File: config.mk
export PLATFORM = sky130hd
export DESIGN_NAME = record_sort_by_time_key
export DESIGN_NICKNAME = d
export VERILOG_FILES = /design/src/sv/rsbt_pkg.sv /design/src/sv/rsbt_min_scan.sv /design/src/sv/record_sort_by_time_key.sv
export SDC_FILE = /design/constraint.sdc
export NUM_CORES = 1
export LEC_CHECK = 0
export ABC_AREA = 0
export ABC_CLOCK_PERIOD_IN_PS = 7250
export BUFFER_PORTS_ARGS = -buffer_cell sky130_fd_sc_hd__buf_4
export CAP_MARGIN = 25
export CELL_PAD_IN_SITES_DETAIL_PLACEMENT = 1
export CELL_PAD_IN_SITES_GLOBAL_PLACEMENT = 2
export CORE_MARGIN = 5
export CORE_UTILIZATION = 35
export CTS_CLUSTER_SIZE = 30
export DETAILED_ROUTE_END_ITERATION = 7
export GPL_TIMING_DRIVEN = 0
export PLACE_DENSITY = 0.69
export SLEW_MARGIN = 20
export SYNTH_ARGS = -nofsm -noshare
export SYNTH_HDL_FRONTEND = slang
export SYNTH_HIERARCHICAL = 1
export SYNTH_SLANG_ARGS = --single-unit
File: constraint.sdc
create_clock -name clk_i -period 7.25 [get_ports clk_i]
set_clock_uncertainty 0.15 [all_clocks]
set_input_delay 1.45 -clock clk_i [delete_from_list [all_inputs] [get_ports clk_i]]
set_output_delay 1.45 -clock clk_i [all_outputs]
set_load 0.05 [all_outputs]
File: src/sv/rsbt_pkg.sv
`default_nettype none

package rsbt_pkg;

  // Field widths of one stored record.
  localparam int unsigned MinutesW = 11;
  localparam int unsigned NumberW  = 16;
  localparam int unsigned TagW     = 8;

  // One record as it sits in the store.
  typedef struct packed {
    logic [MinutesW-1:0] minutes;
    logic [NumberW-1:0]  number;
    logic [TagW-1:0]     tag;
  } rec_t;

  // Control from the sequencer to the minimum search unit.
  typedef struct packed {
    logic clear;
    logic sample;
  } scan_ctrl_t;

endpackage

`default_nettype wire

File: src/sv/rsbt_min_scan.sv
`default_nettype none

module rsbt_min_scan #(
  parameter int unsigned IDX_W = 4
) (
  input  wire                 clk_i,
  input  wire                 rst_ni,
  input  wire rsbt_pkg::scan_ctrl_t ctrl_i,
  input  wire rsbt_pkg::rec_t rec_i,
  input  wire [IDX_W-1:0]     idx_i,
  input  wire                 skip_i,
  output rsbt_pkg::rec_t      best_o,
  output logic [IDX_W-1:0]    best_idx_o
);
  import rsbt_pkg::*;

  logic             have_q;
  rec_t             best_q;
  logic [IDX_W-1:0] best_idx_q;
  logic             take;

  // Strict less-than keeps the earliest of equal keys, which makes the order stable.
  assign take = ctrl_i.sample && !skip_i &&
                (!have_q || (rec_i.minutes < best_q.minutes));

  // Running minimum over the records presented during one scan.
  always_ff @(posedge clk_i or negedge rst_ni) begin
    if (!rst_ni) begin
      have_q <= 1'b0;
    end else if (ctrl_i.clear) begin
      have_q <= 1'b0;
    end else if (take) begin
      have_q <= 1'b1;
    end
  end

  // The winning record itself needs no reset.
  always_ff @(posedge clk_i) begin
    if (take) begin
      best_q     <= rec_i;
      best_idx_q <= idx_i;
    end
  end

  assign best_o     = best_q;
  assign best_idx_o = best_idx_q;

endmodule

`default_nettype wire

File: src/sv/record_sort_by_time_key.sv
`default_nettype none

// Stable ascending sort of a record set by departure time.
// A request is taken at a rising edge with start_i high and busy_o low.
// Each request carries one record; it is stored while fewer than MAX_RECORDS
// records are held, and dropped otherwise (the set is then flagged overflow).
// A request with last_record_i high closes the set and starts the output run.
// Records load at one per cycle. After the closing request the block
// is busy while it emits the n stored records: each result is found by one
// scan of the record memory through a single key comparator, followed by a
// drain step and an emit step.
// Each result is on the sorted_* ports for one cycle with result_strobe_o
// high; the receiver cannot stall the block. last_out_o marks the final
// result and overflow_o reports dropped records on every result of the set.
// Reset empties the set; the record memory holds no reset value and only
// entries written in the current set are read.

module record_sort_by_time_key #(
  parameter int unsigned MAX_RECORDS = 16
) (
  input  wire         clk_i,
  input  wire         rst_ni,
  input  wire         start_i,
  output logic        busy_o,
  input  wire  [10:0] departure_minutes_i,
  input  wire  [15:0] train_number_i,
  input  wire  [7:0]  record_tag_i,
  input  wire         last_record_i,
  output logic        result_strobe_o,
  output logic [10:0] sorted_minutes_o,
  output logic [15:0] sorted_number_o,
  output logic [7:0]  sorted_tag_o,
  output logic        last_out_o,
  output logic        overflow_o
);
  import rsbt_pkg::*;

  localparam int unsigned IdxW = (MAX_RECORDS > 1) ? $clog2(MAX_RECORDS) : 1;
  localparam int unsigned CntW = $clog2(MAX_RECORDS + 1);

  typedef enum logic [1:0] {
    ST_IDLE,
    ST_SCAN,
    ST_DRAIN,
    ST_EMIT
  } state_e;

  state_e            state_q;
  logic [CntW-1:0]   count_q;
  logic [CntW-1:0]   out_cnt_q;
  logic              dropped_q;
  logic [IdxW-1:0]   rd_addr_q;
  logic [IdxW-1:0]   rd_idx_q;
  logic              sample_q;
  logic [MAX_RECORDS-1:0] emitted_q;

  rec_t              mem [MAX_RECORDS];
  rec_t              rd_data_q;
  rec_t              in_rec;
  rec_t              best;
  logic [IdxW-1:0]   best_idx;
  scan_ctrl_t        scan_ctrl;

  logic              accept;
  logic              store_ok;
  logic              last_addr;
  logic              last_result;

  assign busy_o   = (state_q != ST_IDLE);
  assign accept   = start_i && !busy_o;
  assign store_ok = (count_q < CntW'(MAX_RECORDS));

  assign in_rec.minutes = departure_minutes_i;
  assign in_rec.number  = train_number_i;
  assign in_rec.tag     = record_tag_i;

  assign last_addr   = ((CntW'(rd_addr_q) + CntW'(1)) == count_q);
  assign last_result = ((out_cnt_q + CntW'(1)) == count_q);

  // Record memory: one write port for loading, one registered read port for scans.
  always_ff @(posedge clk_i) begin
    if (accept && store_ok) begin
      mem[count_q[IdxW-1:0]] <= in_rec;
    end
    rd_data_q <= mem[rd_addr_q];
    rd_idx_q  <= rd_addr_q;
  end

  // The compare unit sees each read in the cycle after its address goes out.
  assign scan_ctrl.clear  = (state_q == ST_EMIT);
  assign scan_ctrl.sample = sample_q;

  rsbt_min_scan #(
    .IDX_W (IdxW)
  ) u_min_scan (
    .clk_i      (clk_i),
    .rst_ni     (rst_ni),
    .ctrl_i     (scan_ctrl),
    .rec_i      (rd_data_q),
    .idx_i      (rd_idx_q),
    .skip_i     (emitted_q[rd_idx_q]),
    .best_o     (best),
    .best_idx_o (best_idx)
  );

  // Sequencer: load records, then one scan and one result per stored record.
  always_ff @(posedge clk_i or negedge rst_ni) begin
    if (!rst_ni) begin
      state_q         <= ST_IDLE;
      count_q         <= '0;
      out_cnt_q       <= '0;
      dropped_q       <= 1'b0;
      rd_addr_q       <= '0;
      sample_q        <= 1'b0;
      emitted_q       <= '0;
      result_strobe_o <= 1'b0;
      last_out_o      <= 1'b0;
      overflow_o      <= 1'b0;
    end else begin
      result_strobe_o <= 1'b0;
      sample_q        <= 1'b0;
      case (state_q)
        ST_IDLE: begin
          if (accept) begin
            if (store_ok) begin
              count_q <= count_q + CntW'(1);
            end else begin
              dropped_q <= 1'b1;
            end
            if (last_record_i) begin
              rd_addr_q <= '0;
              state_q   <= ST_SCAN;
            end
          end
        end
        ST_SCAN: begin
          sample_q <= 1'b1;
          if (last_addr) begin
            state_q <= ST_DRAIN;
          end else begin
            rd_addr_q <= rd_addr_q + IdxW'(1);
          end
        end
        ST_DRAIN: begin
          state_q <= ST_EMIT;
        end
        ST_EMIT: begin
          result_strobe_o <= 1'b1;
          last_out_o      <= last_result;
          overflow_o      <= dropped_q;
          rd_addr_q       <= '0;
          if (last_result) begin
            count_q   <= '0;
            out_cnt_q <= '0;
            dropped_q <= 1'b0;
            emitted_q <= '0;
            state_q   <= ST_IDLE;
          end else begin
            out_cnt_q           <= out_cnt_q + CntW'(1);
            emitted_q[best_idx] <= 1'b1;
            state_q             <= ST_SCAN;
          end
        end
        default: begin
          state_q <= ST_IDLE;
        end
      endcase
    end
  end

  // Result payload follows the winner of the finished scan.
  always_ff @(posedge clk_i) begin
    if (state_q == ST_EMIT) begin
      sorted_minutes_o <= best.minutes;
      sorted_number_o  <= best.number;
      sorted_tag_o     <= best.tag;
    end
  end

endmodule

`default_nettype wire

Word-level counts from Yosys, hierarchy flattened --
Memory sizes are Yosys's and may differ from the RTL's. A register that Yosys moved wholly into a read port is not among the register bits. Index checks and enable logic that the tools add are counted.
Word-level totals: bits in registers 116, bits in writable memories 560, input bits 39, output and inout port bits 39, word-level logic and storage cells 89, memories 1
Memory list:
- mem | depth 16, width 35, read ports 1, clocked after memory_dff 1, write ports 1, RTL line record_sort_by_time_key.sv:57 | rec_t mem [MAX_RECORDS];
Operators by class: add/sub/neg operators 4, $lt $le $gt $ge 5, equal/unequal tests 12, muxes and demuxes 29, bitwise logic cells 1, reduce and logical (&&, ||, !) cells 18
Operator list (count):
- two-way mux 5 bit | 4
- two-way mux 16 bit | 1
- OR 16 bit | 1
- two-way mux 1 bit | 12
- two-way mux 4 bit | 3
- != test 2 bit, second input constant | 6
- one-hot mux 4 bit (3 select lines) | 1
- AND reduction 4 bit | 3
- less-than comparator 11 bit | 1
- adder 5 x 1 -> 5 bit, second input constant | 2
- == test 5 bit | 2
- less-than comparator 4 x 5 -> 1 bit, second input constant | 2
- one-hot mux 5 bit (2 select lines) | 1
- one-hot mux 2 bit (4 select lines) | 1
- two-way mux 2 bit | 3
- nonzero test 2 bit | 3
- adder 4 x 1 -> 5 bit, second input constant | 1
- logical AND 1 bit | 5
- less-than comparator 5 bit, second input constant | 1
- adder 4 x 1 -> 4 bit, second input constant | 1
- binary-select mux 1 bit (select 4 bit) | 1
- demux 1 bit (select 4 bit) | 1
- == test 2 bit, second input constant | 2
- greater-or-equal comparator 4 x 1 -> 1 bit, second input constant | 1
- other kinds (8) | 10

Longest topological paths before layout --
Gate-level depths: netlist (run 1).
depth after elaboration 7, depth in mapped cells 8, depth with buffers taken out 7

Modules after synthesis --
The synthesis (run 1) kept the hierarchy.
Modules (own cells, without submodules):
- record_sort_by_time_key | instances 1, cells each 1074, area each 24996.5 um2, sequential area each 19573.8 um2
- rsbt_min_scan | instances 1, cells each 80, area each 1478.9 um2, sequential area each 1196.1 um2

Least setup slack after synthesis (run 1) --
OpenSTA, ideal clock, no wires.
path type input -> register, start input start_i, end memory mem[3][0] (netlist name), enable pin, library setup time 0.471 ns, arrival 4.485 ns, data required time 6.629 ns, setup slack 2.144 ns, stages on the path 4, path buffers 0, path through nand2_1 > nor2_1 > nand2_1 > nor3_1
Between the ends: cells in the longest elaborated chain, start to end 4
RTL lines:
- from (decl) | RTL line record_sort_by_time_key.sv:23 | input wire start_i,
- logical AND 1 bit | RTL line record_sort_by_time_key.sv:70 | assign accept = start_i && !busy_o;
- logical AND 1 bit | RTL line record_sort_by_time_key.sv:82 | if (accept && store_ok) begin
- two-way mux 1 bit | RTL line record_sort_by_time_key.sv:82
- two-way mux 1 bit (not written as such) | RTL line record_sort_by_time_key.sv:83 | mem[count_q[IdxW-1:0]] <= in_rec;
- to (decl) | RTL line record_sort_by_time_key.sv:57
Every way passes these cells.

Worst setup path in the final report (run 1) --
start register state_q[0], end memory mem[0][30] (netlist name), enable pin
Between the ends: cells in the longest elaborated chain, start to end 6
RTL lines:
- from (decl) | RTL line record_sort_by_time_key.sv:48 | state_e state_q;
- from (signal assigned) | RTL line record_sort_by_time_key.sv:109 | state_q <= ST_IDLE;
- from (signal assigned) | RTL line record_sort_by_time_key.sv:132 | state_q <= ST_SCAN;
- from (signal assigned) | RTL line record_sort_by_time_key.sv:139 | state_q <= ST_DRAIN;
- nonzero test 2 bit | RTL line record_sort_by_time_key.sv:69 | assign busy_o = (state_q != ST_IDLE);
- zero test 1 bit | RTL line record_sort_by_time_key.sv:70
- logical AND 1 bit | RTL line record_sort_by_time_key.sv:70
- logical AND 1 bit | RTL line record_sort_by_time_key.sv:82
- two-way mux 1 bit | RTL line record_sort_by_time_key.sv:82
- two-way mux 1 bit (not written as such) | RTL line record_sort_by_time_key.sv:83
Every way passes these cells.

==> results.txt, run 1 <==
----------------------------------------------------
[STA]
  Final setup TNS ... 0 ns
  Maximum clock frequency ... 0.2540 GHz
  Final number of setup-violating endpoints ... 0
  Measured slew at the worst slew-check pin ... 1.028 ns
  Final min period ... 3.936 ns
  Final Cycle Share ... 0.5430
  Worst setup slack after layout ... 3.314 ns
  Hold Fails Final Rpt ... 0
  Tightest slew margin relative to the limit ... 0.3149
  Fin Hold WS ... 0.2322 ns
  Setup repair after global routing missed its margin ... false
  Number of pins exceeding their max-slew limit in the final report ... 0

[Worst hold path]
  Hold Path Stages ... 0
  Worst min-delay path class ... reg -> reg
  Hold path startpoint ... rd_addr_q[2]
  Terminating pin of the worst hold path ... rd_idx_q[2]

[Setup path]
  Terminus of the critical flop-to-flop path ... mem[0][30]
  Endpoint required time on the critical path ... 7.41 ns
  Setup slack of the most critical reg-to-reg path ... 3.31 ns
  Category of the critical setup timing path ... reg -> reg
  Length in cells of the worst reg-to-reg path ... 10
  Critical path capture point type ... flop
  Crit Path Max Fanout ... 10
  Launching element type of the critical path ... flop
  WP data arrival ... 4.10 ns
  Startpoint of the lowest-slack register-to-register path ... state_q[0]

[Detailed routing]
  Detail Route Antenna Nets ... 0
  Via total after detailed routing ... 12240
  Per-cell via count in the routed design ... 5.114
  Met1 layer wirelength in the final routing ... 25630 um
  Aggregate routed wire length ... 61220 um
  Residual DRC count ... 0
  Top metal layer carrying routed signals ... met5
  Met2 WL post-DR ... 31310 um
  Iteration-0 DRC Markers ... 1120
  Met3 routed wirelength ... 3275 um
  DRT Pass-1 Iters ... 5
  Routed WL per cell ... 25.58 um

[Clocking]
  Quantity of hold-fixing buffers added after cts ... 0
  Clock tree from TritonCTS ... yes
  Resized cells post-CTS ... 0
  Clock-pin slew reported for the worst setup and hold paths after clock tree synthesis ... 0.06 ns
  Total clock buffers created by CTS ... 76
  Clk Tree Root Cell ... clkbuf_16
  Setup repair bufs after CTS ... 0
  Later-pin clock latency in the skew report ... 0.62 ns
  Number of sinks handled by clock tree synthesis ... 711
  Number of levels the H-tree was split into ... 3
  Maximum buffer depth of the clock tree ... 3

[Logic synthesis]
  Post-Syn Nets ... 1213
  Cell area after synthesis ... 26480 um^2
  Number of different library cells in the post-synthesis netlist ... 51
  Yosys reg bits ... 711
  Dominant cells by area after synthesis ... edfxtp_1, mux4_2, dfrtp_1
  Prevailing post-synth register cell ... edfxtp_1
  Sequential share of the synthesized area ... 0.7845
  Number of enable-type register cells in the synthesized netlist ... 634
  Post-synth top area cell ... edfxtp_1
  Mean instance size in the synthesized netlist ... 22.94 um^2
  Gate count of the mapped netlist ... 1154
  Top-area cell type share of the netlist area ... 0.7191
  Number of warnings reported in the yosys synthesis log ... 6
  Share of flip-flops with an asynchronous set or reset ... 0.05345

[Layout]
  Most common library cell in the layout ignoring fill and taps ... edfxtp_1
  Final core utilization ... 0.4235
  Top library cells by usage in the layout, fill and taps aside ... edfxtp_1, mux4_2, buf_4
  Fill cells ... 6873
  Number of nets in the finished design ... 1418
  Area growth from synthesis to final layout ... 19.48%
  Final cell count without fillers ... 2393
  Ratio of cells with drive above 1 in the final layout ... 0.3331
  Area of all placed cells without fillers ... 31630 um^2

[Floorplanning]
  I/O pin total ... 78
  Core Region ... 74700 um^2
  Starting Density ... 0.3544
  Die area ... 81250 um^2
  Vert. Die Dim ... 285.0 um
  Row Count ... 100
  Die extent in x ... 285.0 um

[Global routing]
  Overflow left after global routing ... 0
  Largest net degree at the start of global routing ... 39
  Wire length of the first global-routing pass ... 91180 um
  Overall global routing resource usage ... 0.1517
  Vias in the first global route ... 13390
  Number of antenna violations at the first check in global routing ... 4

[Run]
  Number of maximum-capacitance constraint violations ... 0

[Power and ir drop]
  Overall power of the completed layout ... 8.218 mW
  Total power divided by cell area ... 259.8 nW/um^2
  Maximum vdd ir drop ... 0.1379 mV
  Leakage power figure ... 10.43 nW

[Placement]
  RePlAce Congestion ... 0.7142
  Number of buffer cells added on primary ports ... 77
  Placed cell count ... 2250
  Placement-stage worst setup slack ... 2.868 ns
  Placed wire-length estimate after detailed placement ... 40410 um
  Post-placement cell area ... 29240 um^2

[Status]
  Status ... finished clean

----------------------------------------------------
-- cells in the mapped netlist, drive strengths merged (18+ instances only) --
cell type	count
dfxtp	39
mux4	180
dfrtp	38
ha	20
nand2	18
a21oi	24
nor2	36
edfxtp	634
buf	33
inv	20
clkbuf	20
-- logic make-up after synthesis --
logic type	count (synthesis)	share of synthesized area
simple gates	85	0.01484
flops	711	0.7845
mux	186	0.1555
compound gates	68	0.01876
xor+xnor	11	0.003639
fa+ha+maj	20	0.009452
buf+inv	73	0.01328
-- layout make-up --
type | count | area [um^2] | area share
sequential | 711 | 20770 | 0.6566
clock inverter | 42 | 339.1 | 0.01072
timing repair buffer | 127 | 1415 | 0.04474
antenna | 4 | 10.01 | 0.0003164
buffer | 53 | 276.5 | 0.008741
tap | 969 | 1212 | 0.03833
inverter | 20 | 75.07 | 0.002373
multi-input combinational | 370 | 5492 | 0.1736
clock buffer | 97 | 2043 | 0.06459
-- flip-flops by register name (all words and copies together), names as in the netlist, 5 cells and up --
signal             count
count_q                5
u_min_scan/best_o     35
emitted_q             16
sorted_minutes_o      11
mem                  560
sorted_number_o       16
rd_data_q             35
sorted_tag_o           8
out_cnt_q              5
-- power by group --
part	total [mW]	internal (mW)	switching, mW
combinational	0.0599	0.0141	0.0458
sequential	4.45	4.45	0
clock	3.71	2.15	1.56
total	8.22	6.61	1.61
-- how the worst max path moves through the flow --
stage / cells past startpoint / to / start / slack (ns)
2_1_floorplan: 4 / mem[3][0] / start_i / 2.14
3_3_place_gp: 5 / mem[3][17] / start_i / -1.40
3_5_place_dp: 8 / mem[0][17] / start_i / 2.87
4_1_cts: 10 / mem[0][30] / state_q[0] / 3.28
5_1_grt: 10 / mem[0][30] / state_q[0] / 3.01
6_report: 10 / mem[0][30] / state_q[0] / 3.31
-- critical path: stages, from the launching register on --
cell	delay (ns)
dfrtp_1	0.44
inv_1	0.15
ha_1	0.16
clkbuf_1	0.34
nand2_1	0.09
nor2_1	0.55
nand2_1	0.43
nor3_2	0.58
buf_4	0.30
buf_4	0.23
buf_4	0.22
-- routing by layer --
metal,vias to the layer above,GRT usage
li1,5245,-
met1,6605,0.1987
met2,309,0.2606
met3,76,0.03490
met4,2,0.03410
met5,-,0
No activity file was read; power rests on OpenSTA's default activity.
==> run 2: changes to the inputs <==
ABC_CLOCK_PERIOD_IN_PS = 3500   (was 7250)
PLACE_DENSITY = 0.71   (was 0.69)
clock period = 3.5 ns   (was 7.25 ns; I/O delays follow)
==> run 2 against run 1 <==
  * Register-to-register slack got worse by 3.0 ns
  * Sequential power increased by 110%
  * Clock-buffer cell count increased by 9
  * Routed wire length increased by 0.23%
  * Worst hold slack got worse by 0.017 ns
  * Largest power group unchanged
==> results.txt, run 2 (synthesis results as in run 1) <==
----------------------------------------------------
[Worst hold path]
  Hold Path Stages ... 0
  Terminating pin of the worst hold path ... rd_idx_q[2]
  Hold path startpoint ... rd_addr_q[2]
  Worst min-delay path class ... reg -> reg

[Setup path]
  WP data arrival ... 3.37 ns
  Launching element type of the critical path ... flop
  Category of the critical setup timing path ... reg -> reg
  Length in cells of the worst reg-to-reg path ... 11
  Launch point of the worst path ... state_q[0]
  Setup slack of the most critical reg-to-reg path ... 0.29 ns
  Startpoint of the lowest-slack register-to-register path ... state_q[0]
  Terminus of the critical flop-to-flop path ... mem[2][19]
  Crit Path Max Fanout ... 10
  Critical path capture point type ... flop
  Endpoint required time on the critical path ... 3.66 ns

[Power and ir drop]
  Maximum vdd ir drop ... 0.2730 mV
  Total power divided by cell area ... 542.7 nW/um^2
  Leakage power figure ... 10.54 nW

[Global routing]
  Overall global routing resource usage ... 0.1516
  Overflow left after global routing ... 0
  Number of antenna violations at the first check in global routing ... 4
  Wire length of the first global-routing pass ... 91420 um
  Largest net degree at the start of global routing ... 39
  Vias in the first global route ... 13460

[Layout]
  Area growth from synthesis to final layout ... 20.92%
  Number of nets in the finished design ... 1421
  Fill cells ... 6848
  Top library cells by usage in the layout, fill and taps aside ... edfxtp_1, mux4_2, buf_4
  Number of flip-flops in the largest register ... 560
  Ratio of cells with drive above 1 in the final layout ... 0.3401
  Most common library cell in the layout ignoring fill and taps ... edfxtp_1
  Final core utilization ... 0.4286

[Placement]
  Number of buffer cells added on primary ports ... 77
  Placement-stage worst setup slack ... -0.3251 ns
  Placed wire-length estimate after detailed placement ... 40160 um
  RePlAce Congestion ... 0.7295

[Floorplanning]
  Core Region ... 74700 um^2
  Die extent in x ... 285.0 um
  Vert. Die Dim ... 285.0 um
  Die area ... 81250 um^2
  Row Count ... 100
  I/O pin total ... 78
  Starting Density ... 0.3544

[STA]
  Final Cycle Share ... 0.9172
  Maximum clock frequency ... 0.3115 GHz
  Hold Fails Final Rpt ... 0
  Tightest slew margin relative to the limit ... 0.3138
  Setup repair after global routing missed its margin ... false
  Worst setup slack after layout ... 0.2899 ns
  Final number of setup-violating endpoints ... 0
  Number of pins exceeding their max-slew limit in the final report ... 0
  Measured slew at the worst slew-check pin ... 1.029 ns
  Final min period ... 3.210 ns

[Clocking]
  Clock tree from TritonCTS ... yes
  Number of sinks handled by clock tree synthesis ... 711
  Clock-pin slew reported for the worst setup and hold paths after clock tree synthesis ... 0.06 ns
  Maximum buffer depth of the clock tree ... 3
  Number of levels the H-tree was split into ... 3
  Later-pin clock latency in the skew report ... 0.61 ns
  Total clock buffers created by CTS ... 76
  Clk Tree Root Cell ... clkbuf_16

[Detailed routing]
  Via total after detailed routing ... 12350
  Residual DRC count ... 0
  DRT Pass-1 Iters ... 5
  Iteration-0 DRC Markers ... 1055
  Routed WL per cell ... 25.60 um
  Detail Route Antenna Nets ... 0
  Per-cell via count in the routed design ... 5.150
  Aggregate routed wire length ... 61370 um

[Run]
  Number of maximum-capacitance constraint violations ... 0

[Status]
  Status ... finished clean

----------------------------------------------------
run 2: area by class of cell:
cell class	instances	area, um^2	share of cell area
Sequential cell	711	20770	0.6488
Multi-Input combinational cell	370	5524	0.1726
Clock buffer	106	2147	0.06707
Timing Repair Buffer	130	1625	0.05077
Tap cell	969	1212	0.03787
Clock inverter	36	376.6	0.01176
Buffer	53	277.8	0.008677
Inverter	20	75.07	0.002345
Antenna cell	2	5.005	0.0001563
run 2: layer usage:
metal,routed length [um],up-vias,GRT usage
met5,24,-,0
met4,991,4,0.03385
met3,3478,85,0.03450
met2,31020,326,0.2567
met1,25850,6681,0.2022
li1,-,5249,-
run 2: worst max-delay path by stage:
stage / to / slack [ns] / cells past startpoint
2_1_floorplan: mem[7][0] / -0.19 / 7
3_3_place_gp: mem[11][19] / -2.55 / 7
3_5_place_dp: mem[2][20] / -0.33 / 11
4_1_cts: mem[1][30] / 0.03 / 10
5_1_grt: mem[2][30] / 0.10 / 11
6_report: mem[2][19] / 0.29 / 11
run 2: timing repair:
item	in CTS	in global routing
gates cloned	0	0
buffers inserted	3	7
gates resized for setup	1	1
endpoints found under the setup margin	181	98
hold buffers	1	0
endpoints found under the hold margin	38	0
pin swaps	2	4
run 2: worst max-delay path: stages, from the launching register on:
cell and delay, ns:
dfrtp_1 0.43, inv_1 0.15, ha_1 0.16, clkbuf_1 0.35
nand2_1 0.16, nor2_4 0.24, nand2_1 0.29, nor3_4 0.28
buf_6 0.17, buf_8 0.17, buf_16 0.16, buf_8 0.17
run 2: power breakdown:
| part | internal, mW | switching [mW] |
|---|---|---|
| registers | 9.22 | 0 |
| logic | 0.0299 | 0.0967 |
| clock network | 4.76 | 3.27 |
| total | 14.0 | 3.36 |
run 2: stage by stage:
stage                     TNS [ns]  cells  area (um^2)  power, mW  hold WS, ns
after CTS                        0   2388        31950      17.60       0.2013
after floorplan             -25.93   1154        26530      9.400       0.1922
after global placement    -1000.11   2200        28320      9.506       0.2088
final                            0   2397        32010      17.37       0.2153
after detailed placement    -15.49   2242        29390      9.523       0.2061
after global routing             0   2396        32010      18.00       0.2131
